--- config.mk ---
export PLATFORM = sky130hd
export DESIGN_NAME = fifo_thread_scheduler_with_io_priority
export DESIGN_NICKNAME = d
export VERILOG_FILES = /design/src/rtl/fts_pkg.sv /design/src/rtl/fifo_thread_scheduler_with_io_priority.sv /design/src/rtl/fts_cell.sv /design/src/rtl/fts_queue.sv
export SDC_FILE = /design/constraint.sdc
export NUM_CORES = 1
export LEC_CHECK = 0
export ABC_CLOCK_PERIOD_IN_PS = 14200
export BUFFER_PORTS_ARGS = -buffer_cell sky130_fd_sc_hd__clkbuf_2
export CORE_MARGIN = 1.5
export CORE_UTILIZATION = 50
export CTS_CLUSTER_DIAMETER = 30
export CTS_CLUSTER_SIZE = 20
export DETAILED_ROUTE_END_ITERATION = 7
export PLACE_DENSITY = 0.68
export SLEW_MARGIN = 20
export SYNTH_ARGS = -nofsm -noshare
export SYNTH_HDL_FRONTEND = slang
export SYNTH_SLANG_ARGS = --single-unit
--- constraint.sdc ---
create_clock -name clk -period 14.2 [get_ports clk]
set_input_delay 2.84 -clock clk [delete_from_list [all_inputs] [get_ports clk]]
set_output_delay 2.84 -clock clk [all_outputs]
set_load 0.01 [all_outputs]
--- src/rtl/fts_pkg.sv ---
// Shared types and constants for the FIFO thread scheduler.
`default_nettype none

package fts_pkg;

  // Queue geometry
  localparam int QUEUE_DEPTH = 16;
  localparam int ID_BITS     = 8;
  localparam int CNT_W       = $clog2(QUEUE_DEPTH + 1);

  // Request codes
  typedef enum logic [1:0] {
    REQ_ADD   = 2'd0,
    REQ_YIELD = 2'd1,
    REQ_TERM  = 2'd2,
    REQ_DISK  = 2'd3
  } req_t;

  // Result status codes
  typedef enum logic [1:0] {
    ST_OK    = 2'd0,
    ST_EMPTY = 2'd1,
    ST_FULL  = 2'd2
  } status_t;

  // Register indexes
  localparam logic REG_DISK_ATTACHED = 1'b0;

  // Control of one queue, shared by all its cells
  typedef struct packed {
    logic               push;
    logic               pop;
    logic               del_en;
    logic [ID_BITS-1:0] id;
  } qctl_t;

  // Status of one queue back to the controller
  typedef struct packed {
    logic               empty;
    logic               full;
    logic               found;
    logic [ID_BITS-1:0] head;
    logic [CNT_W-1:0]   fill_next;
  } qstat_t;

endpackage

`default_nettype wire

--- src/rtl/fifo_thread_scheduler_with_io_priority.sv ---
// Top level: request decode, two cell-chain queues, result register, APB register.
//
//  channel | direction | handshake        | payload
//  --------+-----------+------------------+-----------------------------------------
//  in      | in        | in_valid/ready   | req_type, thread_id, disk_ready
//  out     | out       | out_valid/ready  | dispatched, dispatched_id, from_disk_queue,
//          |           |                  | status, ready_count, disk_count
//  apb     | in        | psel/penable     | paddr, pwdata, prdata (disk_attached)
//
// Add, yield and disk enqueue have their result registered at the accepting
// edge. Terminate removes one matching id per cycle in the ready cell row; its
// result is registered once the row holds no further match, and input is held
// off until then. Input is taken when the controller is idle and the result
// register is empty or being drained. Reset is synchronous and empties both
// queues and clears disk_attached.
`default_nettype none

module fifo_thread_scheduler_with_io_priority
  import fts_pkg::*;
(
  input  wire logic        clk,
  input  wire logic        rst,
  // request channel
  input  wire logic        in_valid,
  output logic             in_ready,
  input  wire logic [1:0]  req_type,
  input  wire logic [7:0]  thread_id,
  input  wire logic        disk_ready,
  // result channel
  output logic             out_valid,
  input  wire logic        out_ready,
  output logic             dispatched,
  output logic [7:0]       dispatched_id,
  output logic             from_disk_queue,
  output logic [1:0]       status,
  output logic [4:0]       ready_count,
  output logic [4:0]       disk_count,
  // register port
  input  wire logic        psel,
  input  wire logic        penable,
  input  wire logic        pwrite,
  input  wire logic [2:0]  paddr,
  input  wire logic [31:0] pwdata,
  output logic [31:0]      prdata,
  output logic             pready
);

  typedef enum logic [1:0] {
    S_IDLE = 2'b01,
    S_DEL  = 2'b10
  } state_t;

  state_t             state;
  state_t             state_next;
  logic               disk_attached;
  logic [ID_BITS-1:0] del_id;
  logic               acc;
  logic [ID_BITS-1:0] in_id;
  logic               is_add;
  logic               is_yield;
  logic               is_term;
  logic               is_disk;
  logic               sel_disk;
  logic               sel_ready;
  logic               load;
  qctl_t              rq_ctl;
  qctl_t              dq_ctl;
  qstat_t             rq_stat;
  qstat_t             dq_stat;
  logic               res_disp;
  logic [7:0]         res_id;
  logic               res_from_disk;
  status_t            res_status;

  // Register port
  assign pready = 1'b1;
  always_ff @(posedge clk) begin
    if (rst) begin
      disk_attached <= 1'b0;
    end else if (psel && penable && pwrite && paddr[2] == REG_DISK_ATTACHED) begin
      disk_attached <= pwdata[0];
    end
  end
  assign prdata = (paddr[2] == REG_DISK_ATTACHED) ? {31'd0, disk_attached} : 32'd0;

  // Request decode
  assign in_ready = (state == S_IDLE) && (!out_valid || out_ready);
  assign acc      = in_valid & in_ready;
  assign in_id    = ID_BITS'(thread_id);
  assign is_add   = (req_type == REQ_ADD);
  assign is_yield = (req_type == REQ_YIELD);
  assign is_term  = (req_type == REQ_TERM);
  assign is_disk  = (req_type == REQ_DISK);

  // Yield source: disk queue has priority when attached and ready
  assign sel_disk  = disk_attached & disk_ready & ~dq_stat.empty;
  assign sel_ready = ~sel_disk & ~rq_stat.empty;

  // Queue control
  always_comb begin
    rq_ctl.push   = acc & is_add;
    rq_ctl.pop    = acc & is_yield & sel_ready;
    rq_ctl.del_en = (state == S_DEL);
    rq_ctl.id     = (state == S_DEL) ? del_id : in_id;
    dq_ctl.push   = acc & is_disk;
    dq_ctl.pop    = acc & is_yield & sel_disk;
    dq_ctl.del_en = 1'b0;
    dq_ctl.id     = in_id;
  end

  fts_queue u_ready_q (
    .clk  (clk),
    .rst  (rst),
    .ctl  (rq_ctl),
    .stat (rq_stat)
  );

  fts_queue u_disk_q (
    .clk  (clk),
    .rst  (rst),
    .ctl  (dq_ctl),
    .stat (dq_stat)
  );

  // Controller
  always_comb begin
    state_next = state;
    case (state)
      S_IDLE: begin
        if (acc && is_term) begin
          state_next = S_DEL;
        end
      end
      S_DEL: begin
        if (!rq_stat.found) begin
          state_next = S_IDLE;
        end
      end
      default: state_next = S_IDLE;
    endcase
  end

  always_ff @(posedge clk) begin
    if (rst) begin
      state <= S_IDLE;
    end else begin
      state <= state_next;
    end
  end

  always_ff @(posedge clk) begin
    if (acc && is_term) begin
      del_id <= in_id;
    end
  end

  // Result of this item
  always_comb begin
    res_disp      = 1'b0;
    res_id        = 8'd0;
    res_from_disk = 1'b0;
    res_status    = ST_OK;
    if (state == S_IDLE) begin
      if (is_add && rq_stat.full) begin
        res_status = ST_FULL;
      end else if (is_disk && dq_stat.full) begin
        res_status = ST_FULL;
      end else if (is_yield) begin
        if (sel_disk) begin
          res_disp      = 1'b1;
          res_id        = 8'(dq_stat.head);
          res_from_disk = 1'b1;
        end else if (sel_ready) begin
          res_disp = 1'b1;
          res_id   = 8'(rq_stat.head);
        end else begin
          res_status = ST_EMPTY;
        end
      end
    end
  end

  assign load = (acc && !is_term) || (state == S_DEL && !rq_stat.found);

  // Result register
  always_ff @(posedge clk) begin
    if (rst) begin
      out_valid <= 1'b0;
    end else if (load) begin
      out_valid <= 1'b1;
    end else if (out_ready) begin
      out_valid <= 1'b0;
    end
  end

  always_ff @(posedge clk) begin
    if (load) begin
      dispatched      <= res_disp;
      dispatched_id   <= res_id;
      from_disk_queue <= res_from_disk;
      status          <= res_status;
      ready_count     <= 5'(rq_stat.fill_next);
      disk_count      <= 5'(dq_stat.fill_next);
    end
  end

endmodule

`default_nettype wire

--- src/rtl/fts_cell.sv ---
// One queue cell: holds an id and its valid bit, shifts towards the head.
`default_nettype none

module fts_cell
  import fts_pkg::*;
(
  input  wire logic               clk,
  input  wire logic               rst,
  input  wire qctl_t              ctl,
  input  wire logic               prev_valid,
  input  wire logic               next_valid,
  input  wire logic [ID_BITS-1:0] next_id,
  input  wire logic               shift_in,
  output logic                    shift_out,
  output logic                    valid,
  output logic [ID_BITS-1:0]      id
);

  logic match;
  logic load;

  // A matching entry is removed: it and everything behind it move up one
  assign match     = ctl.del_en & valid & (id == ctl.id);
  assign shift_out = shift_in | match;
  // First free cell takes a pushed id
  assign load      = ctl.push & ~valid & prev_valid;

  always_ff @(posedge clk) begin
    if (rst) begin
      valid <= 1'b0;
    end else if (shift_out) begin
      valid <= next_valid;
    end else if (load) begin
      valid <= 1'b1;
    end
  end

  always_ff @(posedge clk) begin
    if (shift_out) begin
      id <= next_id;
    end else if (load) begin
      id <= ctl.id;
    end
  end

endmodule

`default_nettype wire

--- src/rtl/fts_queue.sv ---
// FIFO of thread ids built from a row of shifting cells, with fill count.
`default_nettype none

module fts_queue
  import fts_pkg::*;
(
  input  wire logic  clk,
  input  wire logic  rst,
  input  wire qctl_t ctl,
  output qstat_t     stat
);

  logic [QUEUE_DEPTH-1:0] valid;
  logic [ID_BITS-1:0]     id [QUEUE_DEPTH];
  logic [QUEUE_DEPTH:0]   shift;
  logic [CNT_W-1:0]       fill;
  logic [CNT_W-1:0]       fill_next;
  logic                   full;
  logic                   found;

  // Pop shifts the whole row; removals start their own shift
  assign shift[0] = ctl.pop;

  for (genvar i = 0; i < QUEUE_DEPTH; i++) begin : g_cell
    logic               prev_v;
    logic               next_v;
    logic [ID_BITS-1:0] next_i;

    if (i == 0) begin : g_first
      assign prev_v = 1'b1;
    end else begin : g_mid
      assign prev_v = valid[i-1];
    end

    if (i == QUEUE_DEPTH - 1) begin : g_last
      assign next_v = 1'b0;
      assign next_i = '0;
    end else begin : g_inner
      assign next_v = valid[i+1];
      assign next_i = id[i+1];
    end

    fts_cell u_cell (
      .clk        (clk),
      .rst        (rst),
      .ctl        (ctl),
      .prev_valid (prev_v),
      .next_valid (next_v),
      .next_id    (next_i),
      .shift_in   (shift[i]),
      .shift_out  (shift[i+1]),
      .valid      (valid[i]),
      .id         (id[i])
    );
  end

  assign full  = (fill == CNT_W'(QUEUE_DEPTH));
  assign found = ctl.del_en & shift[QUEUE_DEPTH];

  // Fill count: one entry in or out per cycle at most
  always_comb begin
    fill_next = fill;
    if (ctl.push && !full) begin
      fill_next = fill + CNT_W'(1);
    end else if (ctl.pop && valid[0]) begin
      fill_next = fill - CNT_W'(1);
    end else if (found) begin
      fill_next = fill - CNT_W'(1);
    end
  end

  always_ff @(posedge clk) begin
    if (rst) begin
      fill <= '0;
    end else begin
      fill <= fill_next;
    end
  end

  assign stat.empty     = ~valid[0];
  assign stat.full      = full;
  assign stat.found     = found;
  assign stat.head      = id[0];
  assign stat.fill_next = fill_next;

endmodule

`default_nettype wire

Word-level counts from Yosys, hierarchy flattened
Cells that the tools add are included.

Bits in registers: 332. Bits of input ports: 53.

Add/subtract/negate cells: 4. Eq/ne operators: 25. Muxes and demuxes: 142. Bitwise operators: 156. Reduce and logical (&&, ||, !) cells: 57.

Operators by type and width (count): 8-bit 2-to-1 mux (63); 8-bit equality test (16); 1-bit bitwise AND (104); 1-bit 2-to-1 mux (69); 2-bit nonzero test (31); 1-bit inverter (36); 5-bit 2-to-1 mux (5); 1-bit OR (16); 1-bit logical AND (13); 5-bit by 1-bit adder with 5-bit output, second input constant (2); 5-bit equality test, second input constant (2); 5-bit by 1-bit subtractor with 5-bit output, second input constant (2); 2-bit 2-to-1 mux (4); 2-bit equality test, second input constant (3); 1-bit zero test (5); 5-bit OR reduction (1); 2-bit by 1-bit equality test with 1-bit output, second input constant (2); 2-bit inequality test, second input constant (2); 2-bit case mux with 2 select lines (1); 2-bit OR reduction (2); 4-bit OR reduction (1); 2-bit zero test (1); 1-bit logical OR (2); 2-bit AND reduction (1).

Longest topological paths before layout
Depth after elaboration: 27. Depth in mapped cells: 14.

Cells and area by module
Synthesis repeated with hierarchy kept, for this count alone.

Cell total of the unflattened synthesis: 1393. Area total of the unflattened synthesis: 19175.9 sq um.

Modules (own cells, without submodules): fts_cell (times used 32, cells each 36, area each 516.7 sq um, seq. area each 260.2 sq um); fifo_thread_scheduler_with_io_priority (times used 1, cells each 141, area each 1741.7 sq um, seq. area each 980.9 sq um); fts_queue (times used 2, cells each 50, area each 449.2 sq um, seq. area each 100.1 sq um).

Least setup slack after synthesis
Ideal clock, no wire load.

Path kind: input port to flip-flop. Start: in thread_id[6]. End: reg disk_count[0] (enable). Setup time: 0.409 ns. Arrival: 6.070 ns. Required time: 13.791 ns. Setup slack: 7.721 ns. Stages: 11. Cells stage by stage: clkbuf_1 -> nor2b_1 -> nor4_1 -> a221oi_1 -> or4_1 -> clkbuf_1 -> o41ai_1 -> nor4b_1 -> nand2_1 -> clkbuf_1 -> o22ai_1.

Cells in the longest elaborated chain, start to end: 23. Elaborated cells on any way between the ends: 53.

RTL lines: start: declaration (RTL line fifo_thread_scheduler_with_io_priority.sv:27) `input wire logic [7:0] thread_id,`; 8-bit 2-to-1 mux (*) (RTL line fifo_thread_scheduler_with_io_priority.sv:104) `rq_ctl.id = (state == S_DEL) ? del_id : in_id;`; 8-bit equality test (RTL line fts_cell.sv:23) `assign match = ctl.del_en & valid & (id == ctl.id);`; 1-bit bitwise AND (RTL line fts_cell.sv:23); 1-bit OR (15 in series) (RTL line fts_cell.sv:24) `assign shift_out = shift_in | match;`; 1-bit OR (*) (RTL line fts_cell.sv:24); 1-bit bitwise AND (*) (RTL line fts_queue.sv:58) `assign found = ctl.del_en & shift[QUEUE_DEPTH];`; 1-bit zero test (*) (RTL line fifo_thread_scheduler_with_io_priority.sv:183) `assign load = (acc && !is_term) || (state == S_DEL && !rq_stat.found);`; 1-bit logical AND (*) (RTL line fifo_thread_scheduler_with_io_priority.sv:183); 1-bit logical OR (*) (RTL line fifo_thread_scheduler_with_io_priority.sv:183); via load (RTL line fifo_thread_scheduler_with_io_priority.sv:65) `logic load;`; end signal: assignment (RTL line fifo_thread_scheduler_with_io_priority.sv:203) `disk_count <= 5'(dq_stat.fill_next);`; end: declaration (RTL line fifo_thread_scheduler_with_io_priority.sv:37) `output logic [4:0] disk_count,`.

The timed path passes the listed nets; every way through them passes the cells marked *. A chain may end at the register's enable or synchronous reset.

Worst setup path after layout
Start: in thread_id[3]. End: reg dispatched_id[1] (enable).

Cells in the longest elaborated chain, start to end: 23. Elaborated cells on any way between the ends: 53.

RTL lines: 8-bit 2-to-1 mux (*) (RTL line fifo_thread_scheduler_with_io_priority.sv:104); 8-bit equality test (RTL line fts_cell.sv:23); 1-bit bitwise AND (RTL line fts_cell.sv:23); 1-bit OR (15 in series) (RTL line fts_cell.sv:24); 1-bit OR (*) (RTL line fts_cell.sv:24); 1-bit bitwise AND (*) (RTL line fts_queue.sv:58); 1-bit zero test (*) (RTL line fifo_thread_scheduler_with_io_priority.sv:183); 1-bit logical AND (*) (RTL line fifo_thread_scheduler_with_io_priority.sv:183); 1-bit logical OR (*) (RTL line fifo_thread_scheduler_with_io_priority.sv:183); via load (RTL line fifo_thread_scheduler_with_io_priority.sv:65); end signal: assignment (RTL line fifo_thread_scheduler_with_io_priority.sv:199) `dispatched_id <= res_id;`; end: declaration (RTL line fifo_thread_scheduler_with_io_priority.sv:33) `output logic [7:0] dispatched_id,`.

Marks and branches as above.

==> flow_summary.yaml <==
setup_path:
  cpLargestDelayFamily: "compound AO/OA/AOI/OAI gates"
  cp.required_ps: 14400
  slowest_stage: "o22ai_2"
  cpMostUsedCell: "buf_4"
  critPathKind: "in2reg"
  reg2reg_slack_ps: 8890
  critPathMaxStageDelay_ps: 1020
  startpoint_type: "input port"
  r2r-start: "state[1]"
  path_buf_inv: 4
  cp.arrival_ps: 6900
  path_max_fanout: 28
  r2r-end: "dispatched_id[1]"
  end_kind: "register"
  reg2reg_depth: 12
  path_cells: "clkbuf_2 -> mux2i_2 -> buf_4 -> a2111oi_1 -> nor4b_4 -> buf_4 -> and4_1 -> buf_4 -> nand2_1 -> o22ai_2"
detailed_routing:
  wirelength_um: 41600
  vias_per_cell: 6.13
  routed-wl-met2_um: 18700
  ant_nets: 0
  vias: 11600
  wl_per_cell_um: 22.0
  met1_length_um: 17500
  highest_layer: "met4"
  drc: 0
  wl_met3_um: 3850
  drt-pass1-iter-count: 6
  drt_iter0_markers: 1477
global_routing:
  grt_max_degree: 85
  grt_pass1_vias: 11100
  grt_antenna_before_repair: 0
  grt_pass1_wl_um: 64000
  grt_overflow: 0
  grt_use_total_pct: 25.1
synth:
  synth_area_leaders: "edfxtp_1 (50%), dfxtp_1 (7.7%), a21o_1 (5.6%)"
  seq_area_frac_synth_pct: 58.1
  syn-cell-area_sq_mm: 0.0161
  yosys_warnings: 0
  syn_inst: 1381
  ys_ff_latch: 332
  ys_types: 74
  avgSynthCellArea_sq_um: 11.7
  yosysTopAreaCellShare_pct: 50.3
  synth_edf_count: 270
  synthArstFlopShare_pct: 0
  synth_top_area_cell: "edfxtp_1"
  ys.flop_type: "edfxtp_1"
floorplanning:
  dieArea_sq_mm: 0.0333
  core_area_sq_mm: 0.0316
  num_rows: 65
  num_io_pins: 110
  die_h_um: 182
  start_util_pct: 50.9
  die_x_um: 182
power_and_ir_drop:
  combinationalPowerShare_pct: 5.0
  worst_ir_drop_vdd_mv: 0.0964
  p_sw_w: 0.000592
  swShare_pct: 23.0
  p_int_w: 0.00198
  power_frac_seq_pct: 42.0
  p_per_area_mw_per_mm2: 138
  p_leak_nw: 7.14
  p_clk_share_pct: 53.0
cts:
  clk_path_buf_depth: 3
  cts_tree: "yes"
  cts_sinks: 332
  root_buffer: "clkbuf_16"
  clock_latency_ps: 590
  cts_buffers: 60
  ctsResizeCount: 0
  postCtsHoldBufs: 0
  clk_pin_slew_ps: 50
  post-cts-setup-buffer-count: 0
  h-tree-depth: 2
min_path:
  min_path_cells: 2
  hold_end: "u_disk_q.g_cell[15].u_cell.id[5]"
  hold_class: "reg2reg"
  min_from: "u_disk_q.g_cell[15].u_cell.id[5]"
job:
  drv_cap: 0
final_layout:
  fin_nets: 1492
  fill_cells: 2549
  syn_to_final_growth_pct: 15.9
  diodes: 0
  drive_above_1_share_pct: 17.4
sta:
  fin_crit_ps: 6700
  finalHoldViolCount: 0
  slew_headroom_pct: 17.9
  drv_slew: 0
  hold_ws_ps: 495
  rsz0062_at_grt: "false"
  fin_setup_tns_ps: 0
  setup_viol: 0
  fmax_ghz: 0.149
  worstMarginPinSlew_ps: 1220
  fin_skew_ps: 19.0
  fin_crit_sh_pct: 47.2
placed_design:
  hpwl_um: 26200
  gp_congestion: 0.889
  io_buffers: 44
status:
  outcome: "finished clean"
==> area by class of cell <==
class                      count  area [sq um]  area share [%]
clock buffer                  68          1550            8.31
tap                          402           503            2.69
clock inverter                46           415            2.23
inverter                      47           176           0.945
sequential                   332          9350            50.1
multi-input combinational    908          6130            32.8
timing repair buffer          86           543            2.91
==> placed cells by master (no fill, tap or decap), types with 10 or more instances in the layout <==
| cell type | n |
|---|---|
| a21o_1 | 121 |
| nand2b_1 | 28 |
| conb_1 | 32 |
| a31oi_1 | 13 |
| clkbuf_2 | 44 |
| xnor2_1 | 61 |
| nand2_1 | 65 |
| o221a_2 | 17 |
| o21ai_1 | 14 |
| clkbuf_16 | 60 |
| o21ai_0 | 88 |
| nor2_1 | 83 |
| nor2b_1 | 14 |
| edfxtp_1 | 270 |
| nand3_1 | 20 |
| nor4_1 | 13 |
| a21oi_1 | 55 |
| mux2_2 | 32 |
| xor2_1 | 38 |
| inv_1 | 47 |
| mux2i_1 | 22 |
| nand4_1 | 14 |
| nor3_1 | 12 |
| buf_4 | 41 |
| dfxtp_1 | 62 |
| a211oi_1 | 20 |
| clkinv_2 | 12 |
| o22ai_1 | 10 |
==> worst min-delay path, stage by stage (launching register included) <==
cell and delay (ps):
dfxtp_1 320, mux2i_1 60, nor2_1 70
==> through the flow <==
step / total power, W / std cells / setup WS [ps] / util (%) / instance area (sq um)
2_1_floorplan: 0.00118 / 1411 / 7720 / - / 16200
3_5_place_dp: 0.00122 / 1774 / 6990 / 52.7 / 16700
3_3_place_gp: 0.00122 / 1774 / 6970 / 52.7 / 16700
6_report: 0.00257 / 1889 / 7500 / 59.0 / 18700
5_1_grt: 0.00263 / 1889 / 7290 / 59.0 / 18700
4_1_cts: 0.00258 / 1888 / 7580 / 58.9 / 18600
==> Yosys cell counts (all sizes together), types with 5 or more instances <==
master   instances
dfxtp           62
o2111ai          6
buf             56
a22o             8
edfxtp         270
a221oi           8
inv             47
nor4            14
a31oi           13
o221a           17
and2             9
nand3           20
nand4           15
nor3            15
a21o           121
mux2            32
a21oi           55
and3             5
xor2            38
nor2b           16
clkbuf          68
a211oi          20
nand2b          28
nand2           65
o22ai           11
or4              5
mux2i           27
xnor2           61
o21ai          103
o211ai           7
nor2            86
a2111oi          5
==> worst max-delay path by stage <==
stage | from | to | slack [ps] | depth (start not counted)
after floorplan | thread_id[6] | disk_count[0] | 7720 | 11
after global placement | thread_id[3] | u_ready_q.g_cell[13].u_cell.id[1] | 6970 | 9
after detailed placement | thread_id[3] | dispatched_id[5] | 6990 | 10
after CTS | thread_id[3] | disk_count[0] | 7580 | 10
after global routing | thread_id[3] | u_ready_q.g_cell[13].u_cell.id[5] | 7290 | 9
final | thread_id[3] | dispatched_id[1] | 7500 | 10
==> power groups by stage <==
stage                     Combinational (W)  Clock, W  Sequential [W]
after floorplan                   0.0000877         0         0.00110
after global placement             0.000123         0         0.00110
after detailed placement           0.000125         0         0.00110
after CTS                          0.000127   0.00137         0.00108
after global routing               0.000140   0.00142         0.00108
final                              0.000129   0.00136         0.00108
==> metal layers <==
layer  GRT usage [%]  up-vias
met5               0        -
met4            10.8        0
met3            5.35      120
met2            38.7      656
met1            34.3     5589
li1                -     5220
==> sequential cells by signal, summed over array words and instances (netlist names) <==
signal and count:
status 2, u_disk_q.g_cell.u_cell.valid 16, from_disk_queue 1, u_ready_q.fill 5, del_id 8, u_disk_q.fill 5, u_disk_q.g_cell.u_cell.id 128, dispatched_id 8
u_ready_q.g_cell.u_cell.valid 16, disk_attached 1, ready_count 5, u_ready_q.g_cell.u_cell.id 128, out_valid 1, state 2, disk_count 5, dispatched 1
==> cell families after synthesis <==
family,after synthesis,share of synthesized area (%)
compound gates,415,17.6
xor+xnor,99,5.38
fa+ha+maj,4,0.311
buf+inv,171,4.91
flops,332,58.1
mux,59,4.06
other cells,2,0.0466
simple gates,299,9.59
(Power assumes the default switching activity.)
